--- src/hdl/lr_pkg.sv ---
// Package: line rasterizer widths, sequencer codes and microcode table.
`timescale 1ns / 1ps
`default_nettype none
package lr_pkg;

    // Port field width and working coordinate width.
    localparam int FIELD_W    = 6;
    localparam int COORD_BITS = 6;
    localparam int ERR_BITS   = COORD_BITS + 3;
    localparam int STEP_BITS  = 2;

    typedef logic [FIELD_W-1:0]    t_field;
    typedef logic [COORD_BITS-1:0] t_coord;
    typedef logic [STEP_BITS-1:0]  t_step;

    // Stall condition of a microcode step.
    localparam logic [1:0] HOLD_NONE = 2'd0;
    localparam logic [1:0] HOLD_IN   = 2'd1;
    localparam logic [1:0] HOLD_OUT  = 2'd2;

    // Jump condition of a microcode step.
    localparam logic [1:0] COND_NEXT   = 2'd0;
    localparam logic [1:0] COND_ALWAYS = 2'd1;
    localparam logic [1:0] COND_MORE   = 2'd2;

    // Step addresses.
    localparam t_step ST_FETCH = 2'd0;
    localparam t_step ST_AXES  = 2'd1;
    localparam t_step ST_ERR   = 2'd2;
    localparam t_step ST_EMIT  = 2'd3;

    typedef struct packed {
        logic [1:0] hold_on;
        logic       load_pts;
        logic       load_axes;
        logic       init_err;
        logic       emit;
        logic [1:0] cond;
        t_step      target;
    } t_uword;

    // Emit step loops on itself until the last pixel, then the step
    // counter wraps back to the fetch step.
    localparam t_uword UCODE [4] = '{
        '{HOLD_IN,   1'b1, 1'b0, 1'b0, 1'b0, COND_NEXT, ST_FETCH},
        '{HOLD_NONE, 1'b0, 1'b1, 1'b0, 1'b0, COND_NEXT, ST_FETCH},
        '{HOLD_NONE, 1'b0, 1'b0, 1'b1, 1'b0, COND_NEXT, ST_FETCH},
        '{HOLD_OUT,  1'b0, 1'b0, 1'b0, 1'b1, COND_MORE, ST_EMIT}
    };

endpackage
`default_nettype wire

--- src/hdl/lr_ifs.sv ---
// Interfaces: endpoint channel and pixel channel.
`timescale 1ns / 1ps
`default_nettype none
interface lr_pts_if;
    import lr_pkg::*;
    logic   valid;
    logic   ready;
    t_field x_start;
    t_field y_start;
    t_field x_end;
    t_field y_end;
    modport source (output valid, x_start, y_start, x_end, y_end, input ready);
    modport sink   (input valid, x_start, y_start, x_end, y_end, output ready);
endinterface

interface lr_pix_if;
    import lr_pkg::*;
    logic   valid;
    logic   ready;
    t_field pixel_x;
    t_field pixel_y;
    logic   last_pixel;
    modport source (output valid, pixel_x, pixel_y, last_pixel, input ready);
    modport sink   (input valid, pixel_x, pixel_y, last_pixel, output ready);
endinterface
`default_nettype wire

--- src/hdl/line_rasterizer.sv ---
// Top level: microcoded Bresenham line rasterizer, all octants.
`timescale 1ns / 1ps
`default_nettype none
//
//  channel | dir | transaction carries
//  --------+-----+----------------------------------------------
//  i_pts   | in  | x_start, y_start, x_end, y_end (one line)
//  o_pix   | out | pixel_x, pixel_y, last_pixel (one pixel)
//
//  A line passes through the fetch, axis select and error init steps,
//  then yields one pixel per cycle while the sink applies no back pressure.
//  The pixel rate is set by the single emit step that loops on itself.
//  Reset (synchronous, active low) returns to the fetch step and empties
//  the output register. A stalled sink holds the emit step; the output
//  register frees as soon as its pixel is taken, so emit refills it in the same cycle.
//
module line_rasterizer
    import lr_pkg::*;
(
    input  wire logic i_clk,
    input  wire logic i_rst_n,
    lr_pts_if.sink    i_pts,
    lr_pix_if.source  o_pix
);

    // Sequencer state.
    t_step  r_step;
    t_step  n_step;
    t_uword uw;

    // Captured endpoints, masked to the coordinate width.
    t_coord r_x0, r_y0, r_x1, r_y1;

    // Walk datapath: major coordinate a, minor b, spans, error term.
    t_coord r_a, r_a1, r_b;
    t_coord r_da, r_db;
    logic   r_neg;
    logic   r_swap;
    logic signed [ERR_BITS-1:0] r_err;

    // Output register.
    logic   r_out_valid;
    t_coord r_px, r_py;
    logic   r_last;

    logic   out_free;
    logic   go;
    logic   jump;
    logic   last;

    // Axis selection terms.
    t_coord dx_abs, dy_abs;
    logic   x_major;
    t_coord m0, m1, n0, n1;
    logic   rev;
    t_coord a0, a1, b0, b1;

    logic signed [ERR_BITS-1:0] two_db;
    logic signed [ERR_BITS-1:0] two_da;
    logic signed [ERR_BITS-1:0] da_ext;

    assign uw       = UCODE[r_step];
    assign out_free = !r_out_valid || o_pix.ready;
    assign last     = (r_a == r_a1);

    // Hold the step until its stall condition clears.
    always_comb begin
        unique case (uw.hold_on)
            HOLD_NONE: go = 1'b1;
            HOLD_IN:   go = i_pts.valid;
            HOLD_OUT:  go = out_free;
            default:   go = 1'b0;
        endcase
    end

    always_comb begin
        unique case (uw.cond)
            COND_NEXT:   jump = 1'b0;
            COND_ALWAYS: jump = 1'b1;
            COND_MORE:   jump = !last;
            default:     jump = 1'b0;
        endcase
    end

    // Advance or jump; the step counter wraps after the emit step.
    always_comb begin
        n_step = r_step;
        if (go) begin
            n_step = jump ? uw.target : r_step + 1'b1;
        end
    end

    // Take no transaction while reset is held.
    assign i_pts.ready = i_rst_n && (uw.hold_on == HOLD_IN);

    // Pick the major axis and order the endpoints by major coordinate.
    always_comb begin
        dx_abs  = (r_x1 >= r_x0) ? r_x1 - r_x0 : r_x0 - r_x1;
        dy_abs  = (r_y1 >= r_y0) ? r_y1 - r_y0 : r_y0 - r_y1;
        x_major = (dy_abs < dx_abs);
        m0      = x_major ? r_x0 : r_y0;
        m1      = x_major ? r_x1 : r_y1;
        n0      = x_major ? r_y0 : r_x0;
        n1      = x_major ? r_y1 : r_x1;
        rev     = (m0 > m1);
        a0      = rev ? m1 : m0;
        a1      = rev ? m0 : m1;
        b0      = rev ? n1 : n0;
        b1      = rev ? n0 : n1;
    end

    assign two_db = $signed({2'b00, r_db, 1'b0});
    assign two_da = $signed({2'b00, r_da, 1'b0});
    assign da_ext = $signed({3'b000, r_da});

    always_ff @(posedge i_clk) begin
        if (!i_rst_n) begin
            r_step      <= ST_FETCH;
            r_out_valid <= 1'b0;
        end else begin
            r_step <= n_step;
            if (go && uw.emit) begin
                r_out_valid <= 1'b1;
            end else if (o_pix.ready) begin
                r_out_valid <= 1'b0;
            end
        end
    end

    // Datapath; payload registers carry no reset.
    always_ff @(posedge i_clk) begin
        if (go && uw.load_pts) begin
            r_x0 <= i_pts.x_start[COORD_BITS-1:0];
            r_y0 <= i_pts.y_start[COORD_BITS-1:0];
            r_x1 <= i_pts.x_end[COORD_BITS-1:0];
            r_y1 <= i_pts.y_end[COORD_BITS-1:0];
        end
        if (go && uw.load_axes) begin
            r_a    <= a0;
            r_a1   <= a1;
            r_b    <= b0;
            r_da   <= a1 - a0;
            r_neg  <= (b1 < b0);
            r_db   <= (b1 < b0) ? b0 - b1 : b1 - b0;
            r_swap <= !x_major;
        end
        if (go && uw.init_err) begin
            r_err <= two_db - da_ext;
        end
        if (go && uw.emit) begin
            r_px   <= r_swap ? r_b : r_a;
            r_py   <= r_swap ? r_a : r_b;
            r_last <= last;
            r_a    <= r_a + 1'b1;
            if (r_err > 0) begin
                r_b   <= r_neg ? r_b - 1'b1 : r_b + 1'b1;
                r_err <= r_err - two_da + two_db;
            end else begin
                r_err <= r_err + two_db;
            end
        end
    end

    assign o_pix.valid      = r_out_valid;
    assign o_pix.pixel_x    = t_field'(r_px);
    assign o_pix.pixel_y    = t_field'(r_py);
    assign o_pix.last_pixel = r_last;

endmodule
`default_nettype wire
--- src/flat_wrapper.sv ---
// flat-port wrapper written by rule: the top's interface ports become plain ports
module line_rasterizer_flat import lr_pkg::*;
  (i_clk, i_rst_n, i_pts_valid, i_pts_x_start, i_pts_y_start, i_pts_x_end, i_pts_y_end, i_pts_ready, o_pix_valid, o_pix_pixel_x, o_pix_pixel_y, o_pix_last_pixel, o_pix_ready);
  lr_pts_if i_pts_i ();
  lr_pix_if o_pix_i ();
  input  wire logic i_clk;
  input  wire logic i_rst_n;
  input wire logic [$bits(i_pts_i.valid)-1:0] i_pts_valid;
  input wire logic [$bits(i_pts_i.x_start)-1:0] i_pts_x_start;
  input wire logic [$bits(i_pts_i.y_start)-1:0] i_pts_y_start;
  input wire logic [$bits(i_pts_i.x_end)-1:0] i_pts_x_end;
  input wire logic [$bits(i_pts_i.y_end)-1:0] i_pts_y_end;
  output wire logic [$bits(i_pts_i.ready)-1:0] i_pts_ready;
  output wire logic [$bits(o_pix_i.valid)-1:0] o_pix_valid;
  output wire logic [$bits(o_pix_i.pixel_x)-1:0] o_pix_pixel_x;
  output wire logic [$bits(o_pix_i.pixel_y)-1:0] o_pix_pixel_y;
  output wire logic [$bits(o_pix_i.last_pixel)-1:0] o_pix_last_pixel;
  input wire logic [$bits(o_pix_i.ready)-1:0] o_pix_ready;
  assign i_pts_i.valid = i_pts_valid;
  assign i_pts_i.x_start = i_pts_x_start;
  assign i_pts_i.y_start = i_pts_y_start;
  assign i_pts_i.x_end = i_pts_x_end;
  assign i_pts_i.y_end = i_pts_y_end;
  assign i_pts_ready = i_pts_i.ready;
  assign o_pix_valid = o_pix_i.valid;
  assign o_pix_pixel_x = o_pix_i.pixel_x;
  assign o_pix_pixel_y = o_pix_i.pixel_y;
  assign o_pix_last_pixel = o_pix_i.last_pixel;
  assign o_pix_i.ready = o_pix_ready;
  line_rasterizer u_core (.i_clk(i_clk), .i_rst_n(i_rst_n), .i_pts(i_pts_i), .o_pix(o_pix_i));
endmodule
--- config.mk ---
export PLATFORM = sky130hd
export DESIGN_NAME = line_rasterizer_flat
export DESIGN_NICKNAME = d
export VERILOG_FILES = /design/src/hdl/lr_pkg.sv /design/src/hdl/lr_ifs.sv /design/src/hdl/line_rasterizer.sv /design/src/flat_wrapper.sv
export SDC_FILE = /design/constraint.sdc
export NUM_CORES = 1
export LEC_CHECK = 0
export BUFFER_PORTS_ARGS = -buffer_cell sky130_fd_sc_hd__buf_2
export CAP_MARGIN = 30
export CORE_AREA = 4 4 117 119
export DETAILED_ROUTE_END_ITERATION = 16
export DIE_AREA = 0 0 121 123
export MAX_ROUTING_LAYER = met4
export PLACE_DENSITY = 0.78
export SYNTH_ARGS = -nofsm -noshare
export SYNTH_HDL_FRONTEND = slang
export SYNTH_SLANG_ARGS = --single-unit
--- constraint.sdc ---
create_clock -name i_clk -period 8.2 [get_ports i_clk]
set_input_delay 0 -clock i_clk [delete_from_list [all_inputs] [get_ports i_clk]]
set_output_delay 0 -clock i_clk [all_outputs]
set_load 0.005 [all_outputs]
Word level (Yosys, flattened, before mapping). Cells that the tools add are included.

Word-level logic and storage cells: 88. Input bits: 28. Register bits: 81.

Equality and inequality tests: 5. Multiplexer cells: 30. Bitwise operators: 1. Add/sub/neg operators: 15. Reductions and logical operators: 13. Magnitude comparators: 7.

Operators with widths (number): $mux 6 (19); $sub 6x6->6 (7); $mux 9 (3); $bmux 10 s2 (1); $mux 10 (2); $add 9x8->9 (2); $add 6x1->6 const B (2); $ge 6x6->1 (2); $lt 6x6->1 (2); $gt 9x1->1 const B (1); $sub 9x8->9 (1); $sub 7x6->8 (1); $eq 6x6->1 (1); $gt 6x6->1 (1); $reduce_bool 2->1 (3); $sub 6x1->6 const B (1); $logic_and 1x1->1 (5); $eq 2x1->1 const B (2); $eq 2x2->1 const B (2); $ge 3x3->1 const B (1); $logic_not 1->1 (3); $not 2->3 (1); $pmux 1 s3 (1); $add 2x1->2 const B (1); other kinds (5) (6).

Depth between registers and ports, before layout.
Depth in word-level cells: 10. Gate-level depth with buffers: 49.

Worst setup path after synthesis. No wires, ideal clock.

Path kind: register -> register. Start: reg u_core.r_y1[0]. End: reg u_core.r_db[5], data pin. Path slack: -0.234 ns. Path buffers: 7. Arrival: 8.169 ns. Stages on the path, launching flop included: 49. Period minus slack after synthesis: 8.434 ns. Library setup time: 0.265 ns. Path through: edfxtp_1 > inv_1 > ha_1 > inv_1 > fa_1 > a21oi_1 > o211ai_1 > a21o_1 > a21oi_1 > clkbuf_1 > o21ai_0 > a221oi_1 > o21ai_0 > xor2_1 > ha_1 > nand2_1 > nor2_1 > a21oi_2 > [... 13 more ...] > buf_2 > nand2_1 > o21ai_0 > mux2i_1 > inv_1 > ha_1 > inv_1 > fa_1 > a21o_1 > a21o_1 > a21o_1 > a21oi_1 > buf_2 > mux2i_1 > o221ai_1 > a221oi_1 > o21ai_0 > xor2_1.

Word-level cells in the longest chain between the ends: 8. Elaborated cells between the ends (all ways): 16. Classes of those cells: add/sub (4); order compare (4); mux (8).

RTL lines: from (decl) (line line_rasterizer.sv:32) `t_coord r_x0, r_y0, r_x1, r_y1;`; from (signal assigned) (line line_rasterizer.sv:136) `r_y1 <= i_pts.y_end[COORD_BITS-1:0];`; $sub 6x6->6 / $ge 6x6->1 (equally long branches) (line line_rasterizer.sv:99) `dy_abs = (r_y1 >= r_y0) ? r_y1 - r_y0 : r_y0 - r_y1;`; $mux 6 (line line_rasterizer.sv:99); $lt 6x6->1 (line line_rasterizer.sv:100) `x_major = (dy_abs < dx_abs);`; $mux 6 (on tied branches) (line line_rasterizer.sv:101, line_rasterizer.sv:102); $gt 6x6->1 (line line_rasterizer.sv:105) `rev = (m0 > m1);`; $mux 6 (on tied branches) (line line_rasterizer.sv:109, line_rasterizer.sv:108); $sub 6x6->6 / $lt 6x6->1 (equally long branches) (line line_rasterizer.sv:144) `r_db <= (b1 < b0) ? b0 - b1 : b1 - b0;`; $mux 6 (*) (line line_rasterizer.sv:144); to (signal assigned) (line line_rasterizer.sv:144); to (decl) (line line_rasterizer.sv:36) `t_coord r_da, r_db;`.

Mark *: on every way between the ends. The rest lies on a longest branch, timed or not. A chain may end at the register's enable or synchronous reset.

Worst setup path in the final report. Same ends and word-level chain as after synthesis.

==> flow_metrics.py <==
metrics = {
    "timing": {
        "fin_crit_sh_pct": 101,
        "drv_slew": 0,
        "setup_viol": 1,
        "max_clock_freq_mhz": 121,
        "fin_ws_ps": -53.0,
        "fin_skew_ps": 6.60,
        "worst_pin_slew_ps": 613,
        "min_period_ps": 8250,
        "relSlewSlack_pct": 59.1,
        "fin_setup_tns_ps": -53.0,
        "hold_violations": 0,
        "rsz0062_at_grt": "true",
    },
    "global_routing": {
        "grt_antenna_before_repair": 0,
        "grt_busiest_layer": "met2",
        "grt_pass1_vias": 5787,
        "grt_pass1_wl_um": 27600,
        "grt_max_degree": 36,
        "grt_overflow_total": 0,
        "use_met1_pct": 26.8,
        "use_met3_pct": 4.62,
        "grt_util_met2_pct": 42.0,
        "grt_usage_pct": 24.1,
    },
    "job": {
        "cap_violations": 0,
    },
    "floorplanning": {
        "ios": 43,
        "placementRows": 41,
        "start_util_pct": 54.1,
        "coreArea_um2": 12600,
        "dieWidth_um": 121,
        "die-area_um2": 14900,
        "die_h_um": 123,
    },
    "setup_path": {
        "arrival_ps": 8350,
        "critPathLaunchType": "flip-flop",
        "worstSetupPathType": "flip-flop to flip-flop",
        "crit_top_cell": "a21o_1",
        "worstPathMaxFanout": 7,
        "slowest_stage": "edfxtp_1",
        "crit_path_end_kind": "flip-flop",
        "cp_slowest_stage_delay_ps": 400,
        "worstPathRequired_ps": 8300,
    },
    "clocking": {
        "cts_sinks": 81,
        "h-tree-depth": 3,
        "tritoncts": "done",
        "clock_path_buffers": 2,
        "clkSlewWorstSetupHoldPaths_ps": 70,
        "clk_latency_ps": 350,
        "cts_made_buffers": 9,
        "cts_root_buf": "clkbuf_16",
    },
    "outcome": {
        "status": "finished, violations left",
        "violations": "negative setup slack",
    },
    "yosys": {
        "yosysWarningCount": 0,
        "syn_avg_cell_area_um2": 9.75,
        "synth_flop_cell": "edfxtp_1",
        "synth_edf_count": 72,
        "synth_cells": 697,
        "synthDistinctLibCells": 50,
        "synth_seq_cells": 81,
        "mappedNetlistArea_um2": 6800,
        "synth.yosys.seq_area_share_pct": 34.4,
        "synthArstFlopShare_pct": 0,
        "synth_fp_nets": 812,
    },
    "detailed_routing": {
        "vias_per_cell": 5.56,
        "ant_nets": 0,
        "wl_per_cell_um": 16.5,
        "drtIter0Drc": 406,
        "totalWireLength_um": 17000,
        "vias": 5715,
        "firstDrtPassIters": 5,
        "drc": 0,
    },
    "cells_and_area": {
        "area_growth_pct": 28.3,
        "layout_common_cells": "inv_1, buf_4, edfxtp_1",
        "drive_gt1_share_pct": 26.1,
        "final_common_cell": "inv_1",
        "final_nets": 966,
        "antenna_cells": 0,
        "layout.cells.non_filler": 1028,
        "fillers": 902,
        "utilization_pct": 69.4,
    },
    "placement": {
        "routabilityCongestion": 0.984,
        "port_buffers": 42,
        "dp_cells": 963,
        "hpwl_um": 12600,
        "dp_slack_ps": -358,
    },
    "worst_hold_path": {
        "min_path_type": "primary input to flip-flop",
    },
}
[worst max-delay path: cells and delay by family (launching register included)]
family / cells / cell delay, ps
flops: 1 / 400
compound gates: 23 / 3820
xor+xnor: 2 / 370
mux: 3 / 680
buf+inv: 11 / 1050
fa+ha+maj: 6 / 1610
simple gates: 1 / 40
[metrics by stage]
stage | instance area, um2 | hold slack, ps
after global routing | 8720 | 349
after CTS | 8400 | 269
final | 8720 | 298
after detailed placement | 7680 | 178
after floorplan | 6820 | 98.9
after global placement | 7670 | 177
[layer usage]
metal | part of all wire (%) | up-vias
met5 | 0 | -
met4 | 3.9 | 0
met3 | 4.3 | 59
met2 | 51 | 163
met1 | 40 | 2755
li1 | - | 2738
[synthesized netlist by cell type (3+ instances only)]
library cell,number,area (um2)
fa_1,16,320
mux2i_1,57,571
buf_6,4,45.0
dfxtp_1,9,180
o211ai_1,11,82.6
clkbuf_1,12,45.0
nor2_1,26,97.6
a221oi_1,6,52.6
buf_2,5,25.0
ha_1,71,888
inv_1,100,375
nand3_1,5,25.0
a21o_1,16,120
xnor2_1,27,236
o21bai_1,7,52.6
a31oi_1,4,25.0
nor2b_1,18,113
nand2_1,48,180
and3_1,4,25.0
a311o_1,3,30.0
and2_1,5,31.3
a21oi_1,52,260
nor3_1,4,20.0
xor2_1,17,149
nand2b_1,9,56.3
a211oi_2,3,37.5
o21a_1,4,30.0
or2_2,3,18.8
nor4_1,4,25.0
edfxtp_1,72,2160
o21ai_0,38,190
mux2_2,12,135
[kinds of logic (layout without fill, tap and decap cells)]
family / count (synthesis) / after routing / synth area share, %
flops: 81 / 81 / 34.4
mux: 70 / 70 / 10.6
xor+xnor: 44 / 44 / 5.67
compound gates: 158 / 159 / 14.6
buf+inv: 125 / 283 / 7.58
simple gates: 132 / 132 / 9.31
fa+ha+maj: 87 / 87 / 17.8
[path summary, 6_finish.rpt]
| kind | startpoint | endpoint | slack (ps) | cells past startpoint |
|---|---|---|---|---|
| max | u_core.r_y1[0]$_DFFE_PP_ | u_core.r_db[5]$_DFFE_PP_ | -50 | 46 |
| min | i_pts_valid | u_core.r_step[0]$_SDFFE_PN0P_ | 300 | 4 |
| max reg2reg | u_core.r_y1[0]$_DFFE_PP_ | u_core.r_db[5]$_DFFE_PP_ | -50 | 46 |
| min reg2reg | u_core.r_step[0]$_SDFFE_PN0P_ | u_core.r_step[0]$_SDFFE_PN0P_ | 550 | 1 |
[layout make-up]
class | count | area (um2) | area share [%]
Timing Repair Buffer | 166 | 1240 | 14.2
Tap cell | 172 | 215 | 2.47
Clock buffer | 12 | 289 | 3.31
Inverter | 101 | 389 | 4.46
Sequential cell | 81 | 2340 | 26.8
Clock inverter | 4 | 35.0 | 0.402
Multi-Input combinational cell | 492 | 4210 | 48.3
[sequential cells by signal, summed over array words and instances, names as in the netlist, 6 cells and up]
name,cells
u_core.r_da,6
u_core.r_db,6
u_core.r_x1,6
u_core.o_pix.pixel_x,6
u_core.r_a,6
u_core.r_y0,6
u_core.r_x0,6
u_core.r_b,6
u_core.r_err,9
u_core.r_y1,6
u_core.r_a1,6
u_core.o_pix.pixel_y,6
[repair_timing]
item,4_1_cts,5_1_grt
gates cloned,1,0
hold buffers,26,0
resized for setup,17,50
endpoints found under the hold margin,27,0
setup buffers,6,16
pin swaps,5,43
setup endpoints to repair,2,6
Power is not shown: default switching activity piles up to over one toggle a cycle in this logic, so the estimate is an artifact.
